## src/sv/u2u8_pkg.sv

```systemverilog
package u2u8_pkg;

	// Longest run of bytes that one code unit can cause: a replacement
	// character for a dangling high surrogate followed by a three-byte character.
	localparam int unsigned RUN_MAX = 6;
	localparam int unsigned RUN_CNT_W = 3;
	localparam int unsigned RUN_IDX_W = 3;

	typedef logic [7:0] byte_t;

	// One queued job for the back end: the bytes in send order, how many are
	// valid, and whether the unit that caused them ends the string.
	typedef struct packed {
		byte_t [RUN_MAX-1:0]  bytes;
		logic [RUN_CNT_W-1:0] count;
		logic                 last_unit;
	} run_t;

endpackage

```

## src/sv/u2u8_front.sv

```systemverilog
module u2u8_front (
	input  logic            clk,
	input  logic            arst_n,
	input  logic [15:0]     code_unit,
	input  logic            final_unit,
	input  logic            unit_valid,
	output logic            unit_stall,
	input  logic            queue_full,
	output logic            run_push,
	output u2u8_pkg::run_t  run
);
	import u2u8_pkg::*;

	localparam logic [20:0] CP_REPLACEMENT = 21'h00FFFD;
	localparam logic [20:0] CP_SUPP_BASE   = 21'h010000;
	localparam logic [5:0]  TAG_HIGH       = 6'b110110;
	localparam logic [5:0]  TAG_LOW        = 6'b110111;
	localparam byte_t       REPL_B0        = 8'hEF;
	localparam byte_t       REPL_B1        = 8'hBF;
	localparam byte_t       REPL_B2        = 8'hBD;

	logic        pending_q;
	logic [9:0]  high_q;

	logic        accept;
	logic        is_high;
	logic        is_low;
	logic        pair;
	logic        lead_repl;
	logic        emit_cp;
	logic [20:0] cp;
	byte_t [3:0] enc;
	logic [2:0]  enc_len;
	logic [2:0]  cp_len;

	assign unit_stall = queue_full;
	assign accept     = unit_valid && !queue_full;
	assign is_high    = code_unit[15:10] == TAG_HIGH;
	assign is_low     = code_unit[15:10] == TAG_LOW;
	assign pair       = pending_q && is_low;
	assign lead_repl  = pending_q && !is_low;
	// A high surrogate that is not the last unit is only remembered.
	assign emit_cp    = !(is_high && !final_unit);
	assign cp_len     = emit_cp ? enc_len : 3'd0;

	always_comb begin
		if (pair) begin
			cp = CP_SUPP_BASE + {1'b0, high_q, code_unit[9:0]};
		end else if (is_high || is_low) begin
			cp = CP_REPLACEMENT;
		end else begin
			cp = {5'd0, code_unit};
		end
	end

	always_comb begin
		enc = '0;
		priority if (cp[20:7] == '0) begin
			enc[0]  = {1'b0, cp[6:0]};
			enc_len = 3'd1;
		end else if (cp[20:11] == '0) begin
			enc[0]  = {3'b110, cp[10:6]};
			enc[1]  = {2'b10, cp[5:0]};
			enc_len = 3'd2;
		end else if (cp[20:16] == '0) begin
			enc[0]  = {4'b1110, cp[15:12]};
			enc[1]  = {2'b10, cp[11:6]};
			enc[2]  = {2'b10, cp[5:0]};
			enc_len = 3'd3;
		end else begin
			enc[0]  = {5'b11110, cp[20:18]};
			enc[1]  = {2'b10, cp[17:12]};
			enc[2]  = {2'b10, cp[11:6]};
			enc[3]  = {2'b10, cp[5:0]};
			enc_len = 3'd4;
		end
	end

	// A leading replacement only ever precedes a character of at most three
	// bytes, since a four-byte character needs the pending surrogate itself.
	always_comb begin
		run.bytes     = '0;
		run.last_unit = final_unit;
		if (lead_repl) begin
			run.bytes[0] = REPL_B0;
			run.bytes[1] = REPL_B1;
			run.bytes[2] = REPL_B2;
			run.bytes[3] = enc[0];
			run.bytes[4] = enc[1];
			run.bytes[5] = enc[2];
			run.count    = 3'd3 + cp_len;
		end else begin
			run.bytes[0] = enc[0];
			run.bytes[1] = enc[1];
			run.bytes[2] = enc[2];
			run.bytes[3] = enc[3];
			run.count    = cp_len;
		end
	end

	assign run_push = accept && (run.count != '0);

	always_ff @(posedge clk or negedge arst_n) begin
		if (!arst_n) begin
			pending_q <= 1'b0;
			high_q    <= '0;
		end else if (accept) begin
			pending_q <= !pair && is_high && !final_unit;
			high_q    <= code_unit[9:0];
		end
	end

	a_final_clears_pending: assert property (@(posedge clk) disable iff (!arst_n)
		accept && final_unit |=> !pending_q)
		else $error("surrogate still pending after the last unit of a string");

endmodule

```

## src/sv/u2u8_queue.sv

```systemverilog
module u2u8_queue #(
	parameter int unsigned DEPTH = 4
) (
	input  logic           clk,
	input  logic           arst_n,
	input  logic           push,
	input  u2u8_pkg::run_t run_in,
	output logic           full,
	output logic           head_valid,
	output u2u8_pkg::run_t head,
	input  logic           pop
);
	import u2u8_pkg::*;

	localparam int unsigned PW = (DEPTH > 1) ? $clog2(DEPTH) : 1;
	localparam int unsigned CW = $clog2(DEPTH + 1);

	run_t          slots_q [DEPTH];
	logic [PW-1:0] wr_ptr_q;
	logic [PW-1:0] rd_ptr_q;
	logic [CW-1:0] cnt_q;

	assign full       = cnt_q == CW'(DEPTH);
	assign head_valid = cnt_q != '0;
	assign head       = slots_q[rd_ptr_q];

	always_ff @(posedge clk) begin
		if (push) begin
			slots_q[wr_ptr_q] <= run_in;
		end
	end

	always_ff @(posedge clk or negedge arst_n) begin
		if (!arst_n) begin
			wr_ptr_q <= '0;
			rd_ptr_q <= '0;
			cnt_q    <= '0;
		end else begin
			if (push) begin
				wr_ptr_q <= (wr_ptr_q == PW'(DEPTH - 1)) ? '0 : wr_ptr_q + 1'b1;
			end
			if (pop) begin
				rd_ptr_q <= (rd_ptr_q == PW'(DEPTH - 1)) ? '0 : rd_ptr_q + 1'b1;
			end
			if (push && !pop) begin
				cnt_q <= cnt_q + 1'b1;
			end else if (pop && !push) begin
				cnt_q <= cnt_q - 1'b1;
			end
		end
	end

	a_no_overflow: assert property (@(posedge clk) disable iff (!arst_n)
		!(push && full))
		else $error("run written into a full queue");

	a_no_underflow: assert property (@(posedge clk) disable iff (!arst_n)
		!(pop && !head_valid))
		else $error("run taken from an empty queue");

endmodule

```

## src/sv/u2u8_back.sv

```systemverilog
module u2u8_back (
	input  logic           clk,
	input  logic           arst_n,
	input  logic           head_valid,
	input  u2u8_pkg::run_t head,
	output logic           pop,
	output logic           byte_valid,
	input  logic           byte_stall,
	output logic [7:0]     utf8_byte,
	output logic           run_end,
	output logic           string_end
);
	import u2u8_pkg::*;

	logic [RUN_IDX_W-1:0] idx_q;
	logic                 out_valid_q;
	byte_t                byte_q;
	logic                 run_end_q;
	logic                 string_end_q;

	logic                 load;
	logic                 last_byte;

	// The output register refills whenever a run is queued and the register is empty or being drained.
	assign load      = head_valid && (!out_valid_q || !byte_stall);
	assign last_byte = idx_q == (head.count - 3'd1);
	assign pop       = load && last_byte;

	always_ff @(posedge clk or negedge arst_n) begin
		if (!arst_n) begin
			idx_q       <= '0;
			out_valid_q <= 1'b0;
		end else begin
			if (load) begin
				idx_q <= last_byte ? '0 : idx_q + 1'b1;
			end
			if (load) begin
				out_valid_q <= 1'b1;
			end else if (!byte_stall) begin
				out_valid_q <= 1'b0;
			end
		end
	end

	always_ff @(posedge clk) begin
		if (load) begin
			byte_q       <= head.bytes[idx_q];
			run_end_q    <= last_byte;
			string_end_q <= last_byte && head.last_unit;
		end
	end

	assign byte_valid = out_valid_q;
	assign utf8_byte  = byte_q;
	assign run_end    = run_end_q;
	assign string_end = string_end_q;

	a_run_size: assert property (@(posedge clk) disable iff (!arst_n)
		head_valid |-> (head.count != '0) && (head.count <= 3'(RUN_MAX)))
		else $error("queued run has an impossible byte count");

	a_index_in_run: assert property (@(posedge clk) disable iff (!arst_n)
		head_valid |-> idx_q < head.count)
		else $error("byte index ran past the end of its run");

	a_string_end_closes_run: assert property (@(posedge clk) disable iff (!arst_n)
		out_valid_q && string_end_q |-> run_end_q)
		else $error("string end flagged on a byte that does not end its run");

endmodule

```

## src/sv/utf16_to_utf8_transcoder_core.sv

```systemverilog
// UTF-16 to UTF-8 transcoder.
// The unit channel (unit_valid, unit_stall, code_unit, final_unit) takes one
// UTF-16 code unit per transfer; final_unit marks the last unit of a string.
// The byte channel (byte_valid, byte_stall, utf8_byte, run_end, string_end)
// gives one UTF-8 byte per transfer. run_end marks the last byte caused by a
// unit, and string_end the last byte of the string.
// A high surrogate alone causes no bytes until its partner arrives; unpaired
// surrogates come out as U+FFFD. One unit causes zero to six bytes.
// The front end classifies and encodes a unit in the cycle it is taken and
// writes the whole run into a queue of QUEUE_DEPTH runs. The back end sends
// one byte per cycle from the head of that queue while byte_stall is low; a
// unit gives one to three bytes for most characters, up to six. Each run is
// registered in a queue slot, and each of its bytes then in the output
// register. unit_stall is raised only while the queue is full, so units
// keep flowing while a finished byte waits at the output.
// When the receiver raises byte_stall, the output byte holds and the queue
// fills, after which unit_stall rises. Reset empties the queue and drops any
// pending surrogate.
module utf16_to_utf8_transcoder_core #(
	parameter int unsigned QUEUE_DEPTH = 4
) (
	input  logic        clk,
	input  logic        arst_n,
	input  logic        unit_valid,
	output logic        unit_stall,
	input  logic [15:0] code_unit,
	input  logic        final_unit,
	output logic        byte_valid,
	input  logic        byte_stall,
	output logic [7:0]  utf8_byte,
	output logic        run_end,
	output logic        string_end
);
	import u2u8_pkg::*;

	run_t front_run;
	run_t head_run;
	logic run_push;
	logic queue_full;
	logic head_valid;
	logic run_pop;

	// Front end: surrogate pairing and encoding of one unit into a byte run.
	u2u8_front u_front (
		.clk        (clk),
		.arst_n     (arst_n),
		.code_unit  (code_unit),
		.final_unit (final_unit),
		.unit_valid (unit_valid),
		.unit_stall (unit_stall),
		.queue_full (queue_full),
		.run_push   (run_push),
		.run        (front_run)
	);

	// The queue lets the front end keep taking units while bytes drain.
	u2u8_queue #(
		.DEPTH (QUEUE_DEPTH)
	) u_queue (
		.clk        (clk),
		.arst_n     (arst_n),
		.push       (run_push),
		.run_in     (front_run),
		.full       (queue_full),
		.head_valid (head_valid),
		.head       (head_run),
		.pop        (run_pop)
	);

	// Back end: serializes each run through the registered byte output.
	u2u8_back u_back (
		.clk        (clk),
		.arst_n     (arst_n),
		.head_valid (head_valid),
		.head       (head_run),
		.pop        (run_pop),
		.byte_valid (byte_valid),
		.byte_stall (byte_stall),
		.utf8_byte  (utf8_byte),
		.run_end    (run_end),
		.string_end (string_end)
	);

endmodule
```

## config.mk

```make
export PLATFORM = sky130hd
export DESIGN_NAME = utf16_to_utf8_transcoder_core
export DESIGN_NICKNAME = d
export VERILOG_FILES = /design/src/sv/u2u8_pkg.sv /design/src/sv/u2u8_front.sv /design/src/sv/u2u8_queue.sv /design/src/sv/u2u8_back.sv /design/src/sv/utf16_to_utf8_transcoder_core.sv
export SDC_FILE = /design/constraint.sdc
export NUM_CORES = 1
export LEC_CHECK = 0
export ABC_AREA = 1
export BUFFER_PORTS_ARGS = -buffer_cell sky130_fd_sc_hd__buf_4
export CORE_MARGIN = 8
export CORE_UTILIZATION = 40
export CTS_BUF_LIST = sky130_fd_sc_hd__clkbuf_4 sky130_fd_sc_hd__clkbuf_8
export CTS_CLUSTER_DIAMETER = 50
export DETAILED_ROUTE_END_ITERATION = 10
export PLACE_DENSITY = 0.52
export SYNTH_ARGS = -nofsm -noshare
export SYNTH_HDL_FRONTEND = slang
export SYNTH_HIERARCHICAL = 1
export SYNTH_SLANG_ARGS = --single-unit
```

## constraint.sdc

```tcl
create_clock -name clk -period 4.15 [get_ports clk]
set_clock_uncertainty 0.15 [all_clocks]
set_input_delay 0.6225 -clock clk [delete_from_list [all_inputs] [get_ports clk]]
set_output_delay 0.6225 -clock clk [all_outputs]
set_load 0.01 [all_outputs]
```

-- Yosys cells after proc, flatten, opt, wreduce, memory -nomap -nowiden
Memories as Yosys holds them, arrays and structs flattened.
Index checks and enable logic that the tools add are counted.
- flip-flop bits (word level): 32
- bits in writable memories: 208
- input bits: 21
- word-level logic and storage cells: 80
- memories kept: 1
- memory list (memory ; depth ; bits a word ; read ports ; clocked after memory_dff ; write ports ; RTL line ; RTL):
    u_queue.slots_q ; 4 ; 52 ; 1 ; 0 ; 1 ; u2u8_queue.sv:18 ; run_t slots_q [DEPTH];
- add/subtract/negate cells: 8
- magnitude comparators: 1
- equality and inequality tests: 7
- mux-type cells: 25
- reduce and logical (&&, ||, !) cells: 28
- operators by type and width (cell ; number):
    two-way mux 16 bit ; 4
    two-way mux 35 bit ; 1
    binary-select mux 8 bit (select 3 bit) ; 1
    two-way mux 24 bit ; 1
    two-way mux 8 bit ; 3
    two-way mux 22 bit ; 1
    adder 17 x 20 -> 21 bit (first input constant) ; 1
    two-way mux 21 bit ; 1
    two-way mux 3 bit ; 7
    logical NOT 14 bit ; 1
    == test 6 bit (second input constant) ; 2
    logical AND 1 bit ; 12
    logical NOT 10 bit ; 1
    logical NOT 1 bit ; 8
    adder 3 x 1 -> 3 bit (second input constant) ; 2
    nonzero test 3 bit ; 2
    subtractor 3 x 1 -> 3 bit (second input constant) ; 2
    logical NOT 5 bit ; 1
    adder 2 x 1 -> 2 bit (second input constant) ; 2
    == test 2 bit (second input constant) ; 2
    < comparator 3 x 4 -> 1 bit (second input constant) ; 1
    two-way mux 1 bit ; 4
    two-way mux 2 bit ; 2
    adder 2 x 3 -> 3 bit (first input constant) ; 1
    5 further kinds ; 6

-- Longest topological paths before layout
- word-level depth: 17
- depth in mapped cells: 23

-- Cells and area by module
The synthesis kept the hierarchy.
- modules (own cells, without submodules) (module ; times used ; cells each ; area each (µm²) ; seq. area each (µm²)):
    u2u8_queue ; 1 ; 660 ; 8668.3 ; 6421.2
    u2u8_front ; 1 ; 273 ; 1561.5 ; 275.3
    u2u8_back ; 1 ; 159 ; 1066.0 ; 400.4

-- Worst setup path after synthesis
OpenSTA, ideal clock, no wires.
- kind: input to register
- start: input code_unit[13]
- end: memory u_queue/slots_q[1][0] (netlist bit) (enable)
- setup time: 406 ps
- arrival: 3162 ps
- path slack: 432 ps
- stages: 15
- path buffers: 0
- cell sequence: inv_1 > nand2_1 > nor2_4 > nand4_1 > nand2_1 > nand2_1 > nor2_4 > nand3_2 > nand3_1 > nand2_1 > nand2_1 > nor2_1 > nor2_1 > nand2_1 > inv_1
- RTL lines (element ; RTL line ; RTL):
    start, declared ; utf16_to_utf8_transcoder_core.sv:26 ; input logic [15:0] code_unit,
    end, declared ; u2u8_queue.sv:18 ;

-- Final worst setup path
- start: register u_front.high_q[6]
- end: register u_queue.cnt_q[2]
- cells in the longest elaborated chain, start to end: 14
- elaborated cells on any way between the ends: 18
- those cells by class: add/sub: 2; mux: 7; reduce/logical: 9
- RTL lines (element ; RTL line ; RTL):
    start, declared ; u2u8_front.sv:23 ; logic [9:0] high_q;
    start signal, assigned ; u2u8_front.sv:109 ; high_q <= code_unit[9:0];
    adder 17 x 20 -> 21 bit * ; u2u8_front.sv:48 ; cp = CP_SUPP_BASE + {1'b0, high_q, code_unit[9:0]};
    two-way mux 21 bit * ; u2u8_front.sv:47 ; if (pair) begin
    logical NOT 5 bit ; u2u8_front.sv:65 ; end else if (cp[20:16] == '0) begin
    two-way mux 3 bit ; u2u8_front.sv:65 ;
    two-way mux 3 bit ; u2u8_front.sv:61 ; end else if (cp[20:11] == '0) begin
    two-way mux 3 bit * ; u2u8_front.sv:58 ; priority if (cp[20:7] == '0) begin
    two-way mux 3 bit * ; u2u8_front.sv:44 ; assign cp_len = emit_cp ? enc_len : 3'd0;
    adder 2 x 3 -> 3 bit ; u2u8_front.sv:91 ; run.count = 3'd3 + cp_len;
    two-way mux 35 bit * ; u2u8_front.sv:84 ; if (lead_repl) begin
    nonzero test 3 bit * ; u2u8_front.sv:101 ; assign run_push = accept && (run.count != '0);
    logical AND 1 bit * ; u2u8_front.sv:101 ;
    via run_push ; utf16_to_utf8_transcoder_core.sv:38 ; logic run_push;
    logical NOT 1 bit ; u2u8_queue.sv:47 ; end else if (pop && !push) begin
    logical AND 1 bit ; u2u8_queue.sv:47 ;
    nonzero test 2 bit (no line) ; n/a ;
    end signal, assigned ; u2u8_queue.sv:46 ; cnt_q <= cnt_q + 1'b1;
    end signal, assigned ; u2u8_queue.sv:48 ; cnt_q <= cnt_q - 1'b1;
    end, declared ; u2u8_queue.sv:21 ; logic [CW-1:0] cnt_q;
The timed path passes the listed nets; every way through them passes the cells marked *.
A chain may end at the register's enable or synchronous reset.

==> results.ini <==
[sta]
finalWorstSetupSlack_ns=0.7051
max_slew.worst_pin.slew_ns=0.7160
rsz0062_at_grt=no
setup_viol=0
finalHoldViolations=0
max_slew_margin_pct=52.27
holdWs_ns=0.1559
period_needed_ns=3.445
tns_ns=0
drv_slew=0
fin_crit_sh_pct=83.01
fmax_ghz=0.2903

[clock_tree]
root_buffer=clkbuf_8
cts_made_buffers=43
cts_htree_levels=2
insertion_delay_ns=0.55
cts_setup_buffers=0
cts.path.max_buffers=3
clk_pin_slew_worst_paths_ns=0.05
cts_sinks=240
cts_tree=yes
hold_buffers=1
post_cts_resized=0

[power_and_ir_drop]
p_sw_share_pct=37.16
p_sw_w=0.003150
pwr-share-clk_pct=24.8
p_int_w=0.005325
leakage_nw=5.372
irDropWorstVdd_v=0.0003052
power_density_nw_per_um2=666.2
seqPwrFrac_pct=40.2
pwr-share-comb_pct=35.0

[yosys]
seq_area_frac_synth_pct=62.83
synth.largest_area_cell=edfxtp_1
synth_fa_ha_area_share_pct=1.174
synth_compound_gate_area_share_pct=10.99
muxShareOfSynthArea_pct=0
syn_area_um2=11300
synth_area_leaders=edfxtp_1 (58%), nand2_1 (10%), o211ai_1 (6.5%), inv_1 (5.2%), dfrtp_1 (4.9%)
synth_cell_types=38
ys_warn_count=6
synth_edf_count=218
synth_top_family_by_area=simple AND/OR/NAND/NOR gates
async_flop_share_pct=9.167
synthCells=1092
yosys.area_share.simple_pct=16.01
synth_xor_area_share_pct=0.1551
synth_flop_cell=edfxtp_1
yosysTopAreaCellShare_pct=57.95
synth-seq-cells=240
syn_area_per_cell_um2=10.34

[global_routing]
grt_max_degree=70
grt_pass1_wl_um=41180
busiest_layer=met2
use_met3_pct=2.964
gr-total-overflow=0
grt_pass1_vias=7279
use_met2_pct=25.99
grt.total_usage_pct=15.77
grt_use_met1_pct=20.77
antenna_found_initial=0

[placed_design]
place_inst=1466
place_ws_ns=0.5860
place_hpwl_um=16740
portBuffers=32
place_congestion=0.8402

[detailed_routing]
drt_iter0_markers=423
dr.pass1.iters=4
ant_nets=0
totalWireLength_um=26580
wl_per_cell_um=17.26
vias=7444
drc=0
avgViaCountPerCell=4.834

[worst_setup_path]
worstPathMaxFanout=21
cp-start-kind=flip-flop
cp-end-kind=flip-flop
crit_type=reg2reg
cp_data_arrival_time_ns=3.73
worst_ep_required_time_ns=4.43

[min_path]
min_path_type=in2reg

[run_status]
run_status=completed

[flow_run]
drv_cap=0

[floorplan]
core_um2=27780
dieArea_um2=33870
num_rows=61
io_pins=33
fp.dieW_um=184.0
start_util_pct=40.66
die_h_um=184.0

[final_layout]
diodes=0
multi_input_area_um2=3214
nets=1165
layoutNonFillerInstCount=1540
seq_area_um2=7098
final_cell_mix=nand2_1 (310), edfxtp_1 (218), inv_1 (153), o211ai_1 (98), nor2_1 (70)
area_delta_synth_final_pct=12.62
fill_cells=2719
final_common_cell=nand2_1
drive_above_1_share_pct=14.54

## metrics by stage
step	instance area (µm²)	total power (W)	util (%)
2_1_floorplan	11310	0.005555	-
3_3_place_gp	11900	0.006436	42.83
3_5_place_dp	11900	0.006456	42.83
4_1_cts	12720	0.008597	45.79
5_1_grt	12720	0.009067	45.79
6_report	12720	0.008475	45.79
## cell usage after synthesis (all sizes together) (2+ instances only)
master / count
nand2: 317
edfxtp: 218
inv: 170
o211ai: 108
nor2: 80
buf: 49
o21ai: 47
nand3: 26
dfrtp: 22
nand4: 10
ha: 9
clkbuf: 8
o21a: 8
a21oi: 5
a22oi: 4
clkinv: 2
nor3: 2
## power groups by stage
stage | Clock, W | Combinational [W] | Sequential (W)
after global routing | 0.00226 | 0.00336 | 0.00345
after detailed placement | 0 | 0.00300 | 0.00345
final | 0.00210 | 0.00297 | 0.00341
after CTS | 0.00218 | 0.00301 | 0.00341
after global placement | 0 | 0.00299 | 0.00345
after floorplan | 0 | 0.00211 | 0.00345
## cell type report
| cell class | count | share of cell area (%) |
|---|---|---|
| clock inverters | 15 | 0.8459 |
| inverters | 172 | 5.213 |
| repair buffers | 51 | 3.620 |
| well taps | 378 | 3.718 |
| multi-input cells | 626 | 25.27 |
| flip-flops and latches | 240 | 55.80 |
| clock buffers | 58 | 5.538 |
## worst paths after layout
check                                   from             endpoint  slack (ns)  cells past startpoint
max in group asynchronous             arst_n  u_queue/rd_ptr_q[1]        3.21                      2
max                        u_front/high_q[6]     u_queue/cnt_q[2]        0.71                     19
max reg2reg                u_front/high_q[6]     u_queue/cnt_q[2]        0.71                     19
min in group asynchronous             arst_n    u_front/high_q[7]        0.38                      2
min reg2reg                 u_queue/cnt_q[2]     u_queue/cnt_q[2]        0.32                      2
min                               byte_stall    u_back/byte_valid        0.16                      3
## registers in the layout, indices dropped and copies added, names as in the netlist
| name | flops |
|---|---|
| u_queue/cnt_q | 3 |
| u_queue/rd_ptr_q | 2 |
| u_front/high_q | 10 |
| u_back/idx_q | 3 |
| u_back/utf8_byte | 8 |
| u_front/pending_q | 1 |
| u_back/byte_valid | 1 |
| u_back/run_end | 1 |
| u_queue/slots_q | 208 |
| u_back/string_end | 1 |
| u_queue/wr_ptr_q | 2 |
## cells by family (layout without fill, tap and decap cells)
family,Yosys count,in the layout
buf+inv,229,296
flops,240,240
xor+xnor,2,2
fa+ha+maj,10,10
compound gates,175,175
other cells,1,4
simple gates,435,435
## per-layer routing
layer | vias to the layer above | wire length (µm)
li1 | 3757 | -
met1 | 3531 | 12540
met2 | 115 | 12570
met3 | 41 | 1001
met4 | 0 | 465
met5 | - | 0
## worst max-delay path, cell delays in order, from the launching register on
cell,delay [ns]
dfrtp_1,0.42
ha_1,0.24
xor2_1,0.18
o21ai_1,0.18
nand2_2,0.12
nor2_4,0.23
inv_2,0.22
nor2_1,0.19
nand3_1,0.12
nand3_1,0.08
nor2_1,0.05
nor2_1,0.08
buf_4,0.18
ha_1,0.17
inv_1,0.07
fa_1,0.39
nand2_1,0.10
nand3_1,0.08
nand2_1,0.06
nand2_1,0.04
Note: power is estimated with default switching activity, not from simulation.
